--- src/rtl/smp_core_control_unit_core_defines.svh ---
// Assertion macros for the multi-core control unit.
// Used by rtl/smp_core_control_unit_core.sv; no other dependencies.
`ifndef SMP_CORE_CONTROL_UNIT_CORE_DEFINES_SVH
`define SMP_CORE_CONTROL_UNIT_CORE_DEFINES_SVH
`ifndef SYNTHESIS
`define SMPCU_ASSERT_SAME(label, clk, rst_n, ante, cons) \
    label: assert property (@(posedge clk) disable iff (!rst_n) (ante) |-> (cons)) \
        else $error("smpcu assertion failed");
`define SMPCU_ASSERT_NEXT(label, clk, rst_n, ante, cons) \
    label: assert property (@(posedge clk) disable iff (!rst_n) (ante) |=> (cons)) \
        else $error("smpcu assertion failed");
`else
`define SMPCU_ASSERT_SAME(label, clk, rst_n, ante, cons)
`define SMPCU_ASSERT_NEXT(label, clk, rst_n, ante, cons)
`endif
`endif

--- src/rtl/smpcu_pkg.sv ---
// Package for the multi-core control unit: operation codes, register offsets,
// reset values and default configuration. No dependencies.
package smpcu_pkg;

    typedef enum logic [1:0] {
        OP_READ   = 2'd0,
        OP_WRITE  = 2'd1,
        OP_PERIPH = 2'd2,
        OP_TIMER  = 2'd3
    } t_op;

    localparam int NUM_CORES_DEF = 2;

    localparam logic [12:0] OFF_SLEEP_CTRL    = 13'h000;
    localparam logic [12:0] OFF_SLEEP_STATUS  = 13'h020;
    localparam logic [12:0] OFF_SOFT_RESET    = 13'h040;
    localparam logic [12:0] OFF_MISC_CTRL     = 13'h060;
    localparam logic [12:0] OFF_ID            = 13'h064;
    localparam logic [12:0] OFF_CORE_COUNT    = 13'h070;
    localparam logic [12:0] OFF_PERIPH_PEND   = 13'h100;
    localparam logic [12:0] OFF_PERIPH_MASK   = 13'h120;
    localparam logic [12:0] OFF_MBOX_PEND     = 13'h140;
    localparam logic [12:0] OFF_MBOX_MASK     = 13'h160;
    localparam logic [12:0] OFF_TIMER_PEND    = 13'h180;
    localparam logic [12:0] OFF_TIMER_MASK    = 13'h1a0;
    localparam logic [12:0] OFF_DEBUG_PEND    = 13'h1c0;
    localparam logic [12:0] OFF_DEBUG_MASK    = 13'h1e0;
    localparam logic [12:0] OFF_ENTRY_ADDR    = 13'hf00;
    localparam logic [12:0] OFF_LOCK_WORD     = 13'hfa0;
    localparam logic [12:0] OFF_LOCK_ATTEMPT  = 13'hfa4;
    localparam logic [12:0] OFF_GLOBAL_MASK   = 13'hfc0;
    localparam logic [12:0] OFF_FEATURE_CTRL  = 13'hfe0;
    localparam logic [12:0] OFF_MBOX_BASE     = 13'h1000;
    localparam logic [12:0] OFF_BUS_CTRL      = 13'h1f00;

    localparam logic [31:0] ID_VALUE          = 32'h0000_2000;
    localparam logic [31:0] ENTRY_RESET       = 32'hbfc0_0000;
    localparam logic [31:0] BUS_CTRL_RESET    = 32'h000f_ffff;
    localparam int          LOCK_BIT          = 31;
    localparam int          SRE0_WE_BIT       = 10;

endpackage

--- src/rtl/smp_core_control_unit_core.sv ---
// Multi-core control unit: register bank, mailboxes, spinlock and soft reset.
// Depends on smpcu_pkg and smp_core_control_unit_core_defines.svh.
//
// Usage: drive an item on the i_ ports and raise start. An item is transferred
// at a rising edge where start is high and busy is low. busy never rises, so
// one item can be transferred every cycle.
// Each item gives exactly one result. It appears on the o_ ports in the cycle
// after the transfer, marked by o_valid for that one cycle, and throughput is
// one item per cycle; it is set by the single result register stage after the
// decode and update logic.
// The result carries read data (zero for writes and level changes), the masked
// peripheral, mailbox and timer interrupts, release and hold pulses for cores
// whose soft reset bit fell or rose, the current boot address, and a flag for
// offsets that match no register.
// Reset (i_rst_n low, synchronous) restores every control and mailbox register
// to its reset value and clears o_valid; the result registers are not reset.
// The receiver cannot stall: each result is taken in the cycle it is shown.
`include "smp_core_control_unit_core_defines.svh"

module smp_core_control_unit_core
    import smpcu_pkg::*;
#(
    parameter int NUM_CORES = NUM_CORES_DEF
) (
    input  logic        i_clk,
    input  logic        i_rst_n,
    input  logic        start,
    output logic        busy,
    input  logic [1:0]  i_op,
    input  logic [12:0] i_offset,
    input  logic [31:0] i_wdata,
    input  logic        i_core,
    input  logic        i_level,
    input  logic [1:0]  i_halted_mask,
    output logic        o_valid,
    output logic [31:0] o_read_data,
    output logic [1:0]  o_periph_int,
    output logic [1:0]  o_mbox_int,
    output logic [1:0]  o_timer_irq,
    output logic [1:0]  o_release_mask,
    output logic [1:0]  o_hold_mask,
    output logic [31:0] o_boot_address,
    output logic        o_unknown_access
);

    localparam logic [31:0] CORE_MASK = (NUM_CORES >= 32) ? 32'hffff_ffff :
                                        32'((64'd1 << NUM_CORES) - 64'd1);
    localparam int          MBOX_IW   = (NUM_CORES > 1) ? $clog2(NUM_CORES) : 1;
    localparam logic [13:0] MBOX_END  = 14'(int'(OFF_MBOX_BASE) + 4 * NUM_CORES);

    logic                 accept;
    t_op                  op;

    logic [31:0]          r_sleep_ctrl, n_sleep_ctrl;
    logic [31:0]          r_soft_reset, n_soft_reset;
    logic [31:0]          r_misc_ctrl, n_misc_ctrl;
    logic [31:0]          r_periph_mask, n_periph_mask;
    logic [NUM_CORES-1:0] r_mbox_pending, n_mbox_pending;
    logic [31:0]          r_mbox_mask, n_mbox_mask;
    logic [31:0]          r_timer_mask, n_timer_mask;
    logic [31:0]          r_debug_mask, n_debug_mask;
    logic [31:0]          r_entry_address, n_entry_address;
    logic [31:0]          r_lock_word, n_lock_word;
    logic [31:0]          r_lock_attempt, n_lock_attempt;
    logic [31:0]          r_global_mask, n_global_mask;
    logic [31:0]          r_feature_ctrl, n_feature_ctrl;
    logic [31:0]          r_bus_ctrl, n_bus_ctrl;
    logic [31:0]          r_mailbox [NUM_CORES];
    logic [1:0]           r_periph_level, n_periph_level;
    logic [1:0]           r_timer_level, n_timer_level;

    logic                 mbox_hit;
    logic [MBOX_IW-1:0]   mbox_idx;
    logic                 mbox_we;
    logic [31:0]          sre_value;
    logic [31:0]          rdata, rel, hold;
    logic                 unk;
    logic [31:0]          irq_gate;

    logic                 r_valid;
    logic [31:0]          r_read_data;
    logic [1:0]           r_periph_int, r_mbox_int, r_timer_irq;
    logic [1:0]           r_release_mask, r_hold_mask;
    logic [31:0]          r_boot_address;
    logic                 r_unknown_access;

    assign busy     = 1'b0;
    assign accept   = start && !busy;
    assign op       = t_op'(i_op);
    assign mbox_hit = ({1'b0, i_offset} >= {1'b0, OFF_MBOX_BASE}) &&
                      ({1'b0, i_offset} < MBOX_END) && (i_offset[1:0] == 2'b00);
    assign mbox_idx = i_offset[2 +: MBOX_IW];
    assign sre_value = r_feature_ctrl[SRE0_WE_BIT] ? i_wdata :
                       {i_wdata[31:1], r_soft_reset[0]};

    always_comb begin
        n_sleep_ctrl    = r_sleep_ctrl;
        n_soft_reset    = r_soft_reset;
        n_misc_ctrl     = r_misc_ctrl;
        n_periph_mask   = r_periph_mask;
        n_mbox_pending  = r_mbox_pending;
        n_mbox_mask     = r_mbox_mask;
        n_timer_mask    = r_timer_mask;
        n_debug_mask    = r_debug_mask;
        n_entry_address = r_entry_address;
        n_lock_word     = r_lock_word;
        n_lock_attempt  = r_lock_attempt;
        n_global_mask   = r_global_mask;
        n_feature_ctrl  = r_feature_ctrl;
        n_bus_ctrl      = r_bus_ctrl;
        n_periph_level  = r_periph_level;
        n_timer_level   = r_timer_level;
        mbox_we         = 1'b0;
        rdata           = '0;
        rel             = '0;
        hold            = '0;
        unk             = 1'b0;

        unique case (op)
            OP_READ: begin
                if (mbox_hit) begin
                    rdata = r_mailbox[mbox_idx];
                end else begin
                    unique case (i_offset)
                        OFF_SLEEP_CTRL:   rdata = r_sleep_ctrl;
                        OFF_SLEEP_STATUS: rdata = 32'(i_halted_mask) & ~r_soft_reset & CORE_MASK;
                        OFF_SOFT_RESET:   rdata = r_soft_reset;
                        OFF_MISC_CTRL:    rdata = r_misc_ctrl;
                        OFF_ID:           rdata = ID_VALUE;
                        OFF_CORE_COUNT:   rdata = 32'(NUM_CORES - 1);
                        OFF_PERIPH_PEND:  rdata = 32'(r_periph_level) & CORE_MASK;
                        OFF_PERIPH_MASK:  rdata = r_periph_mask;
                        OFF_MBOX_PEND:    rdata = 32'(r_mbox_pending);
                        OFF_MBOX_MASK:    rdata = r_mbox_mask;
                        OFF_TIMER_PEND:   rdata = 32'(r_timer_level) & CORE_MASK;
                        OFF_TIMER_MASK:   rdata = r_timer_mask;
                        OFF_DEBUG_PEND:   rdata = '0;
                        OFF_DEBUG_MASK:   rdata = r_debug_mask;
                        OFF_ENTRY_ADDR:   rdata = r_entry_address;
                        OFF_LOCK_WORD:    rdata = r_lock_word;
                        OFF_LOCK_ATTEMPT: rdata = r_lock_attempt;
                        OFF_GLOBAL_MASK:  rdata = r_global_mask;
                        OFF_FEATURE_CTRL: rdata = r_feature_ctrl;
                        OFF_BUS_CTRL:     rdata = r_bus_ctrl;
                        default:          unk   = 1'b1;
                    endcase
                end
            end
            OP_WRITE: begin
                if (mbox_hit) begin
                    mbox_we                  = 1'b1;
                    n_mbox_pending[mbox_idx] = |i_wdata;
                end else begin
                    unique case (i_offset)
                        OFF_SLEEP_CTRL:   n_sleep_ctrl    = i_wdata;
                        OFF_SOFT_RESET: begin
                            n_soft_reset = sre_value;
                            rel          = r_soft_reset & ~sre_value & CORE_MASK;
                            hold         = ~r_soft_reset & sre_value & CORE_MASK;
                        end
                        OFF_MISC_CTRL:    n_misc_ctrl     = i_wdata;
                        OFF_PERIPH_MASK:  n_periph_mask   = i_wdata;
                        OFF_MBOX_MASK:    n_mbox_mask     = i_wdata;
                        OFF_TIMER_MASK:   n_timer_mask    = i_wdata;
                        OFF_DEBUG_MASK:   n_debug_mask    = i_wdata;
                        OFF_ENTRY_ADDR:   n_entry_address = i_wdata;
                        OFF_GLOBAL_MASK:  n_global_mask   = i_wdata;
                        OFF_FEATURE_CTRL: n_feature_ctrl  = i_wdata;
                        OFF_BUS_CTRL:     n_bus_ctrl      = i_wdata;
                        OFF_LOCK_WORD: begin
                            if (!i_wdata[LOCK_BIT]) begin
                                n_lock_word = '0;
                            end
                        end
                        OFF_LOCK_ATTEMPT: begin
                            n_lock_attempt = {1'b0, i_wdata[30:0]};
                            if (!r_lock_word[LOCK_BIT]) begin
                                n_lock_word = {1'b1, i_wdata[30:0]};
                            end
                        end
                        OFF_SLEEP_STATUS, OFF_ID, OFF_CORE_COUNT, OFF_PERIPH_PEND,
                        OFF_MBOX_PEND, OFF_TIMER_PEND, OFF_DEBUG_PEND: begin
                        end
                        default:          unk = 1'b1;
                    endcase
                end
            end
            OP_PERIPH: begin
                if (32'(i_core) < 32'(NUM_CORES)) begin
                    n_periph_level[i_core] = i_level;
                end
            end
            OP_TIMER: begin
                if (32'(i_core) < 32'(NUM_CORES)) begin
                    n_timer_level[i_core] = i_level;
                end
            end
            default: begin
            end
        endcase
    end

    assign irq_gate = CORE_MASK & n_global_mask;

    always_ff @(posedge i_clk) begin
        if (!i_rst_n) begin
            r_sleep_ctrl    <= CORE_MASK;
            r_soft_reset    <= CORE_MASK & ~32'd1;
            r_misc_ctrl     <= '0;
            r_periph_mask   <= 32'd1;
            r_mbox_pending  <= '0;
            r_mbox_mask     <= '0;
            r_timer_mask    <= 32'd1;
            r_debug_mask    <= 32'd1;
            r_entry_address <= ENTRY_RESET;
            r_lock_word     <= '0;
            r_lock_attempt  <= '0;
            r_global_mask   <= CORE_MASK;
            r_feature_ctrl  <= '0;
            r_bus_ctrl      <= BUS_CTRL_RESET;
            r_periph_level  <= '0;
            r_timer_level   <= '0;
            r_valid         <= 1'b0;
        end else begin
            r_valid <= accept;
            if (accept) begin
                r_sleep_ctrl    <= n_sleep_ctrl;
                r_soft_reset    <= n_soft_reset;
                r_misc_ctrl     <= n_misc_ctrl;
                r_periph_mask   <= n_periph_mask;
                r_mbox_pending  <= n_mbox_pending;
                r_mbox_mask     <= n_mbox_mask;
                r_timer_mask    <= n_timer_mask;
                r_debug_mask    <= n_debug_mask;
                r_entry_address <= n_entry_address;
                r_lock_word     <= n_lock_word;
                r_lock_attempt  <= n_lock_attempt;
                r_global_mask   <= n_global_mask;
                r_feature_ctrl  <= n_feature_ctrl;
                r_bus_ctrl      <= n_bus_ctrl;
                r_periph_level  <= n_periph_level;
                r_timer_level   <= n_timer_level;
            end
        end
    end

    always_ff @(posedge i_clk) begin
        if (!i_rst_n) begin
            for (int i = 0; i < NUM_CORES; i++) begin
                r_mailbox[i] <= '0;
            end
        end else if (accept && mbox_we) begin
            r_mailbox[mbox_idx] <= i_wdata;
        end
    end

    always_ff @(posedge i_clk) begin
        if (accept) begin
            r_read_data      <= rdata;
            r_periph_int     <= n_periph_level & n_periph_mask[1:0] & irq_gate[1:0];
            r_mbox_int       <= 2'(32'(n_mbox_pending) & n_mbox_mask & irq_gate);
            r_timer_irq      <= n_timer_level & n_timer_mask[1:0] & irq_gate[1:0];
            r_release_mask   <= rel[1:0];
            r_hold_mask      <= hold[1:0];
            r_boot_address   <= n_entry_address;
            r_unknown_access <= unk;
        end
    end

    assign o_valid          = r_valid;
    assign o_read_data      = r_read_data;
    assign o_periph_int     = r_periph_int;
    assign o_mbox_int       = r_mbox_int;
    assign o_timer_irq      = r_timer_irq;
    assign o_release_mask   = r_release_mask;
    assign o_hold_mask      = r_hold_mask;
    assign o_boot_address   = r_boot_address;
    assign o_unknown_access = r_unknown_access;

    `SMPCU_ASSERT_NEXT(a_valid_follows_accept, i_clk, i_rst_n, accept, o_valid)
    `SMPCU_ASSERT_NEXT(a_no_spurious_valid, i_clk, i_rst_n, !accept, !o_valid)
    `SMPCU_ASSERT_SAME(a_release_hold_disjoint, i_clk, i_rst_n, o_valid, (o_release_mask & o_hold_mask) == 2'b00)
    `SMPCU_ASSERT_NEXT(a_level_change_quiet, i_clk, i_rst_n, accept && (op == OP_PERIPH || op == OP_TIMER), (o_read_data == 32'd0) && !o_unknown_access)
    `SMPCU_ASSERT_SAME(a_attempt_no_lock_bit, i_clk, i_rst_n, 1'b1, !r_lock_attempt[LOCK_BIT])

endmodule

--- config.mk ---
export PLATFORM = sky130hd
export DESIGN_NAME = smp_core_control_unit_core
export DESIGN_NICKNAME = d
export VERILOG_FILES = /design/src/rtl/smpcu_pkg.sv /design/src/rtl/smp_core_control_unit_core.sv
export VERILOG_INCLUDE_DIRS = /design/src /design/src/rtl
export SDC_FILE = /design/constraint.sdc
export NUM_CORES = 1
export LEC_CHECK = 0
export ABC_AREA = 1
export BUFFER_PORTS_ARGS = -buffer_cell sky130_fd_sc_hd__buf_2
export CORE_MARGIN = 5
export CORE_UTILIZATION = 40
export CTS_BUF_LIST = sky130_fd_sc_hd__clkbuf_8
export DETAILED_ROUTE_END_ITERATION = 16
export MAX_ROUTING_LAYER = met4
export PLACE_DENSITY = 0.53
export RECOVER_POWER = 100
export SLEW_MARGIN = 20
export SYNTH_ARGS = -nofsm -noshare
export SYNTH_HDL_FRONTEND = slang
export SYNTH_SLANG_ARGS = --single-unit
--- constraint.sdc ---
create_clock -name i_clk -period 5.6 [get_ports i_clk]
set_input_delay 0.84 -clock i_clk [delete_from_list [all_inputs] [get_ports i_clk]]
set_output_delay 0.84 -clock i_clk [all_outputs]
set_load 0.02 [all_outputs]
==> results of run 1 <==
-- metrics by stage --
step / total power [mW] / util (%)
global placement: 4.74 / 42.5
global route: 8.44 / 45.0
floorplan: 4.55 / -
detailed placement: 4.75 / 42.5
finish: 8.13 / 45.0
CTS: 8.22 / 45.4
-- worst reg2reg max path: cells and delay by family (launching register included) --
family | cells | cell delay, ps
and+or+nand+nor | 3 | 740
buffers and inverters | 1 | 480
DFF | 1 | 330
AOI/OAI and AO/OA | 1 | 60
-- cells by family after synthesis --
group           synth area share (%)
buf+inv                         10.1
compound gates                  20.2
flops                           51.7
other cells                   0.0154
simple gates                    18.0
-- sequential cells by signal, summed over array words and instances, names as in the netlist, 31 cells and up --
name and count:
r_misc_ctrl 32, r_lock_attempt 31, r_sleep_ctrl 32, r_periph_mask 32
r_feature_ctrl 32, r_entry_address 32, o_boot_address 32, r_mailbox 64
r_global_mask 32, r_soft_reset 32, r_timer_mask 32, r_mbox_mask 32
o_read_data 32, r_debug_mask 32, r_lock_word 32, r_bus_ctrl 32
-- cells in the mapped netlist (2+ instances only) --
master / count / area, um^2
buf_4: 6 / 45.0
o22ai_1: 4 / 25.0
inv_2: 8 / 30.0
o21ai_0: 533 / 2670
nand4_1: 11 / 68.8
inv_1: 387 / 1450
a21oi_1: 393 / 1970
nor2_1: 333 / 1250
clkbuf_2: 7 / 35.0
nand2_1: 413 / 1550
nor3b_1: 2 / 15.0
nand3_2: 3 / 30.0
nor2_2: 6 / 37.5
edfxtp_1: 139 / 4170
buf_2: 33 / 165
dfxtp_1: 422 / 8450
clkbuf_1: 154 / 578
o211ai_1: 24 / 180
nor3_1: 8 / 40.0
clkinv_1: 19 / 71.3
nor3_2: 3 / 30.0
nand2_2: 5 / 31.3
buf_1: 23 / 86.3
nor2_4: 5 / 56.3
o21ai_1: 17 / 85.1
nand3_1: 244 / 1220
-- per-layer routing --
metal | vias to the layer above | GRT usage [%] | wire length, um
met2 | 1030 | 44.6 | 43100
met4 | 0 | 10.9 | 3590
met5 | - | - | 0
met1 | 10700 | 35.9 | 38800
met3 | 185 | 4.80 | 7690
li1 | 10700 | - | -
-- cell type report --
type | count | area [um^2]
Fill cell | 6175 | 33200
Sequential cell | 561 | 12600
Multi-Input combinational cell | 2012 | 9300
Inverter | 414 | 1560
Clock buffer | 109 | 1500
Tap cell | 782 | 978
Timing Repair Buffer | 181 | 927
Clock inverter | 66 | 265
Antenna cell | 3 | 7.51
-- cells in the final DEF (no fill, tap or decap), drive strengths merged, types with 11 or more instances in the layout --
cell type / netlist / routed
o21ai: 550 / 550
inv: 395 / 439
dfxtp: 422 / 422
nand2: 419 / 419
a21oi: 393 / 393
nor2: 344 / 344
nand3: 247 / 247
clkbuf: 161 / 202
edfxtp: 139 / 139
buf: 62 / 88
clkinv: 19 / 39
o211ai: 24 / 24
nor3: 12 / 12
nand4: 11 / 11
-- power by group through the flow --
| stage | Sequential, mW | Clock, mW | Combinational, mW |
|---|---|---|---|
| 3_3_place_gp | 4.33 | 0 | 0.410 |
| 6_report | 4.25 | 3.48 | 0.404 |
| 2_1_floorplan | 4.36 | 0 | 0.184 |
| 5_1_grt | 4.26 | 3.75 | 0.437 |
| 4_1_cts | 4.25 | 3.55 | 0.415 |
| 3_5_place_dp | 4.34 | 0 | 0.414 |
-- worst paths after layout --
path / from / end / slack [ps] / cells past startpoint
max: i_offset[1] / r_mbox_mask[12]$_SDFFE_PN0P_ / 1240 / 12
min: r_soft_reset[2]$_SDFFE_PN0P_ / r_soft_reset[2]$_SDFFE_PN0P_ / 440 / 2
max reg2reg: r_lock_word[31]$_SDFFE_PN0P_ / r_lock_word[13]$_SDFFE_PN0P_ / 3820 / 5
min reg2reg: r_soft_reset[2]$_SDFFE_PN0P_ / r_soft_reset[2]$_SDFFE_PN0P_ / 440 / 2
==> impl_metrics.py, run 1 <==
metrics = {
    "timing": {
        "worst_pin_slew_ps": 2340,
        "whs_ps": 443,
        "hold_violations": 0,
        "fin_worst_skew_ps": 55.5,
        "rsz0062_at_grt": "false",
        "period_needed_ps": 4360,
        "fin_crit_sh_pct": 77.9,
        "max_slew_margin_pct": -56.1,
        "timing.fmax_mhz": 229,
        "report.final.slew_viol_count": 425,
        "worst_slack_ps": 1240,
        "finalSetupViolations": 0,
        "finalSetupTns_ps": 0,
    },
    "synth": {
        "avgSynthCellArea_um2": 7.60,
        "synthArstFlopShare_pct": 0,
        "ys_seq_area_share_pct": 51.7,
        "synthesis.instances": 3210,
        "syn_nets": 3264,
        "ys_warn_count": 0,
        "synth-edff-count": 139,
        "synth-seq-cells": 561,
        "synthFlopType": "dfxtp_1",
        "yosysUniqueCellTypes": 34,
        "synth_area_mm2": 0.0244,
    },
    "clock_tree": {
        "insertion_delay_ps": 700,
        "cts_hold_buf": 0,
        "clkTransAtPathRegs_ps": 60,
        "clock-sinks": 561,
        "cts_tree": "built",
        "cts_resized": 0,
        "cts_setup_buffers": 0,
        "ctsHtreeMaxLevel": 3,
        "root_buffer": "clkbuf_8",
        "numCtsBuffers": 98,
        "cts_buffer_depth": 3,
    },
    "worst_setup_path": {
        "crit_buf_inv": 4,
        "crit_required_ps": 6170,
        "crit_type": "in2reg",
        "path_delay_family": "buffers and inverters",
        "max_stage_delay_ps": 1130,
        "slowest_stage": "clkbuf_2",
        "crit_top_cell": "nand2_1",
        "path_max_fanout": 64,
        "start_kind": "input port",
        "end_kind": "flop",
        "critPathArrivalTime_ps": 4930,
        "crit_path_cell_trace": "buf_2, nor2_1, nand2_1, nor2_4, nand2_1, clkbuf_1, inv_1, nand2_1, nor2_4, clkbuf_2, o21ai_0, a21oi_1",
    },
    "detailed_routing": {
        "dr.pass1.iters": 6,
        "antenna_left": 0,
        "wl_mm": 93.1,
        "viasPerCell": 5.48,
        "vias": 22600,
        "wl_per_cell_um": 22.6,
        "drtIter0Drc": 2422,
        "drc": 0,
    },
    "floorplanning": {
        "initial_core_util_pct": 40.4,
        "num_rows": 90,
        "dieArea_mm2": 0.0661,
        "core_mm2": 0.0604,
        "ioPinCount": 131,
        "die_w_um": 257,
        "die_h_um": 257,
    },
    "power_and_ir_drop": {
        "combPwrFrac_pct": 5.0,
        "switchingPower_mw": 2.07,
        "leakage_nw": 10.7,
        "switching_share_pct": 25.4,
        "clkPwrFrac_pct": 42.8,
        "internal_power_mw": 6.07,
        "seqPwrFrac_pct": 52.3,
        "peakVddDrop_mv": 0.193,
        "power.density_mw_per_mm2": 299,
    },
    "run": {
        "maxCapViolations": 9,
    },
    "placement": {
        "place_ws_ps": 1540,
        "placed_cells": 3950,
        "place_area_mm2": 0.0256,
        "dpl.hpwl_mm": 57.0,
        "routabilityCongestion": 0.898,
        "io_buffers": 129,
    },
    "status": {
        "status": "finished with violations",
        "violations": "capacitance limit, slew limit",
    },
    "layout": {
        "area_delta_synth_final_pct": 11.3,
        "nNetsFinal": 3322,
        "postLayoutCellArea_mm2": 0.0272,
        "fin_cells": 4128,
        "layout-drive-gt1-share_pct": 7.03,
    },
    "worst_hold_path": {
        "min_path_type": "reg2reg",
    },
    "global_route": {
        "grt_max_degree": 123,
        "grt_overflow_total": 0,
        "grt_usage_pct": 28.0,
        "grt_pass1_wl_mm": 138,
        "antenna_found_initial": 4,
        "grt_pass1_vias": 21600,
    },
}
No activity file was read; power rests on OpenSTA's default activity.
==> inputs of run 2 (changes only) <==
- ABC_AREA: 1 -> 0
- PLACE_DENSITY: 0.53 -> 0.55
- clock period: 5.6 -> 3.9 ns (I/O delays scaled with it)
==> impl_metrics.py, run 2 <==
metrics = {
    "placement": {
        "routabilityCongestion": 0.927,
        "placed_cells": 3552,
        "dpl.hpwl_mm": 67.3,
        "place_area_mm2": 0.0270,
        "io_buffers": 129,
        "place_ws_ps": 235,
    },
    "clock_tree": {
        "numCtsBuffers": 100,
        "clkTransAtPathRegs_ps": 60,
        "clock-sinks": 561,
        "insertion_delay_ps": 740,
        "cts_buffer_depth": 3,
        "cts_resized": 0,
        "root_buffer": "clkbuf_8",
        "ctsHtreeMaxLevel": 3,
        "cts_setup_buffers": 0,
        "cts_hold_buf": 0,
        "cts_tree": "built",
    },
    "worst_setup_path": {
        "crit_required_ps": 4430,
        "start_kind": "input port",
        "path_max_fanout": 33,
        "reg2reg_to": "r_lock_word[27]$_SDFFE_PN0P_",
        "crit_type": "in2reg",
        "end_kind": "flop",
        "r2r_cells": 3,
        "crit_end": "o_read_data[12]$_SDFFCE_PN0P_",
        "critPathArrivalTime_ps": 3980,
        "r2r_start": "r_lock_word[31]$_SDFFE_PN0P_",
        "r2r_setup_slack_ps": 1870,
        "crit_start": "i_offset[7]",
    },
    "timing": {
        "report.final.slew_viol_count": 0,
        "finalSetupViolations": 0,
        "timing.fmax_mhz": 289,
        "period_needed_ps": 3450,
        "worst_pin_slew_ps": 1390,
        "whs_ps": 190,
        "hold_violations": 0,
        "fin_crit_sh_pct": 88.6,
        "finalSetupTns_ps": 0,
        "worst_slack_ps": 445,
        "max_slew_margin_pct": 7.33,
        "fin_worst_skew_ps": 40.5,
        "rsz0062_at_grt": "false",
    },
    "detailed_routing": {
        "antenna_left": 0,
        "viasPerCell": 6.01,
        "dr.pass1.iters": 8,
        "vias": 22500,
        "drtIter0Drc": 2735,
        "drc": 0,
        "wl_mm": 108,
        "wl_per_cell_um": 28.7,
    },
    "synth": {
        "yosys.area.top_type_share_pct": 33.6,
        "synthArstFlopShare_pct": 0,
        "ys_seq_area_share_pct": 50.2,
        "synth_common_cells": "nand2_1, dfxtp_1, a21boi_0",
        "yosysUniqueCellTypes": 68,
        "synthTopCellsByArea": "dfxtp_1, edfxtp_1, nand2_1",
        "avgSynthCellArea_um2": 9.19,
        "yosysMostFrequentCell": "nand2_1",
        "syn_nets": 2788,
        "ys_warn_count": 0,
        "synth_top_area_cell": "dfxtp_1",
        "synth_area_mm2": 0.0251,
        "synth-seq-cells": 561,
        "synth-edff-count": 139,
        "synthFlopType": "dfxtp_1",
        "synthesis.instances": 2734,
    },
    "status": {
        "status": "finished, final reports clean",
    },
    "floorplanning": {
        "num_rows": 91,
        "dieArea_mm2": 0.0679,
        "ioPinCount": 131,
        "initial_core_util_pct": 40.6,
        "core_mm2": 0.0619,
        "die_h_um": 261,
        "die_w_um": 261,
    },
    "layout": {
        "final_cell_mix": "nand2_1, dfxtp_1, a21boi_0",
        "largest_register": "r_mailbox",
        "layout-drive-gt1-share_pct": 13.5,
        "layout_commonest_cell": "nand2_1",
        "fin_util_pct": 46.2,
        "largest_reg_flops": 64,
        "nNetsFinal": 2871,
        "fin_cells": 3745,
        "postLayoutCellArea_mm2": 0.0286,
        "area_delta_synth_final_pct": 13.9,
    },
    "global_route": {
        "grt_max_degree": 197,
        "grt_overflow_total": 0,
        "grt_usage_pct": 31.4,
        "grt_pass1_wl_mm": 152,
        "grt_pass1_vias": 21400,
        "antenna_found_initial": 3,
    },
    "power_and_ir_drop": {
        "peakVddDrop_mv": 0.236,
        "internal_power_mw": 8.85,
        "total_power_mw": 11.9,
        "switchingPower_mw": 3.06,
        "power.density_mw_per_mm2": 416,
        "seqPwrFrac_pct": 50.6,
        "switching_share_pct": 25.7,
        "clkPwrFrac_pct": 44.1,
        "leakage_nw": 9.66,
        "combPwrFrac_pct": 5.2,
    },
    "worst_hold_path": {
        "min_path_type": "in2reg",
    },
    "run": {
        "maxCapViolations": 0,
    },
}
-- run 2: cell types whose count changed in the layout (fill, tap and decap cells not counted), moves of 187 or more --
cell      change
nand3_1     -187
nor2_1      -305
a21oi_1     -382
inv_1       -391
a21boi_0    +332
o21ai_0     -534
nand2_1     +386
-- run 2: cells by family (layout without fill, tap and decap cells) --
group,Yosys count,in the layout,share of synthesized area (%)
buffers and inverters,285,456,4.61
multiplexers,129,129,5.50
AO/OA/AOI/OAI,665,665,20.5
flip-flops,561,561,50.2
AND/OR/NAND/NOR,1093,1093,19.1
other,1,4,0.0149
-- run 2: power groups by stage --
stage	combinational, mW	clock [mW]	sequential, mW
after detailed placement	0.620	0	6.15
after floorplan	0.301	0	6.18
after global placement	0.618	0	6.15
after CTS	0.620	5.33	6.03
final	0.622	5.26	6.03
after global routing	0.636	5.60	6.03
-- run 2: how the worst min path moves through the flow --
stage,from,end,depth (start not counted)
finish,i_rst_n,r_entry_address[31]$_SDFFE_PN1P_,2
global route,i_rst_n,r_entry_address[31]$_SDFFE_PN1P_,2
CTS,i_rst_n,r_entry_address[31]$_SDFFE_PN1P_,2
detailed placement,r_periph_mask[25]$_SDFFE_PN0P_,r_periph_mask[25]$_SDFFE_PN0P_,2
global placement,r_debug_mask[3]$_SDFFE_PN0P_,r_debug_mask[3]$_SDFFE_PN0P_,2
floorplan,r_debug_mask[11]$_SDFFE_PN0P_,r_debug_mask[11]$_SDFFE_PN0P_,2
-- run 2: per-layer routing --
layer	vias up	track usage, %	wire, um
li1	9792	-	-
met1	11100	41.9	45000
met2	1338	46.6	47200
met3	264	7.11	10900
met4	0	12.4	4500
met5	-	-	0
-- run 2: final cells by class --
class / count / area [um^2]
Inverter: 3 / 11.3
Antenna cell: 3 / 7.51
Fill cell: 6129 / 33300
Clock buffer: 111 / 1530
Tap cell: 837 / 1050
Multi-Input combinational cell: 1888 / 11400
Timing Repair Buffer: 263 / 1610
Sequential cell: 561 / 12600
Clock inverter: 79 / 368
-- run 2: critical path: stages --
cell and delay (ps):
buf_2 130, clkbuf_2 850, nor2b_1 250, clkbuf_1 470, nand3_1 580, clkbuf_1 460, o221a_2 410, a31oi_1 210
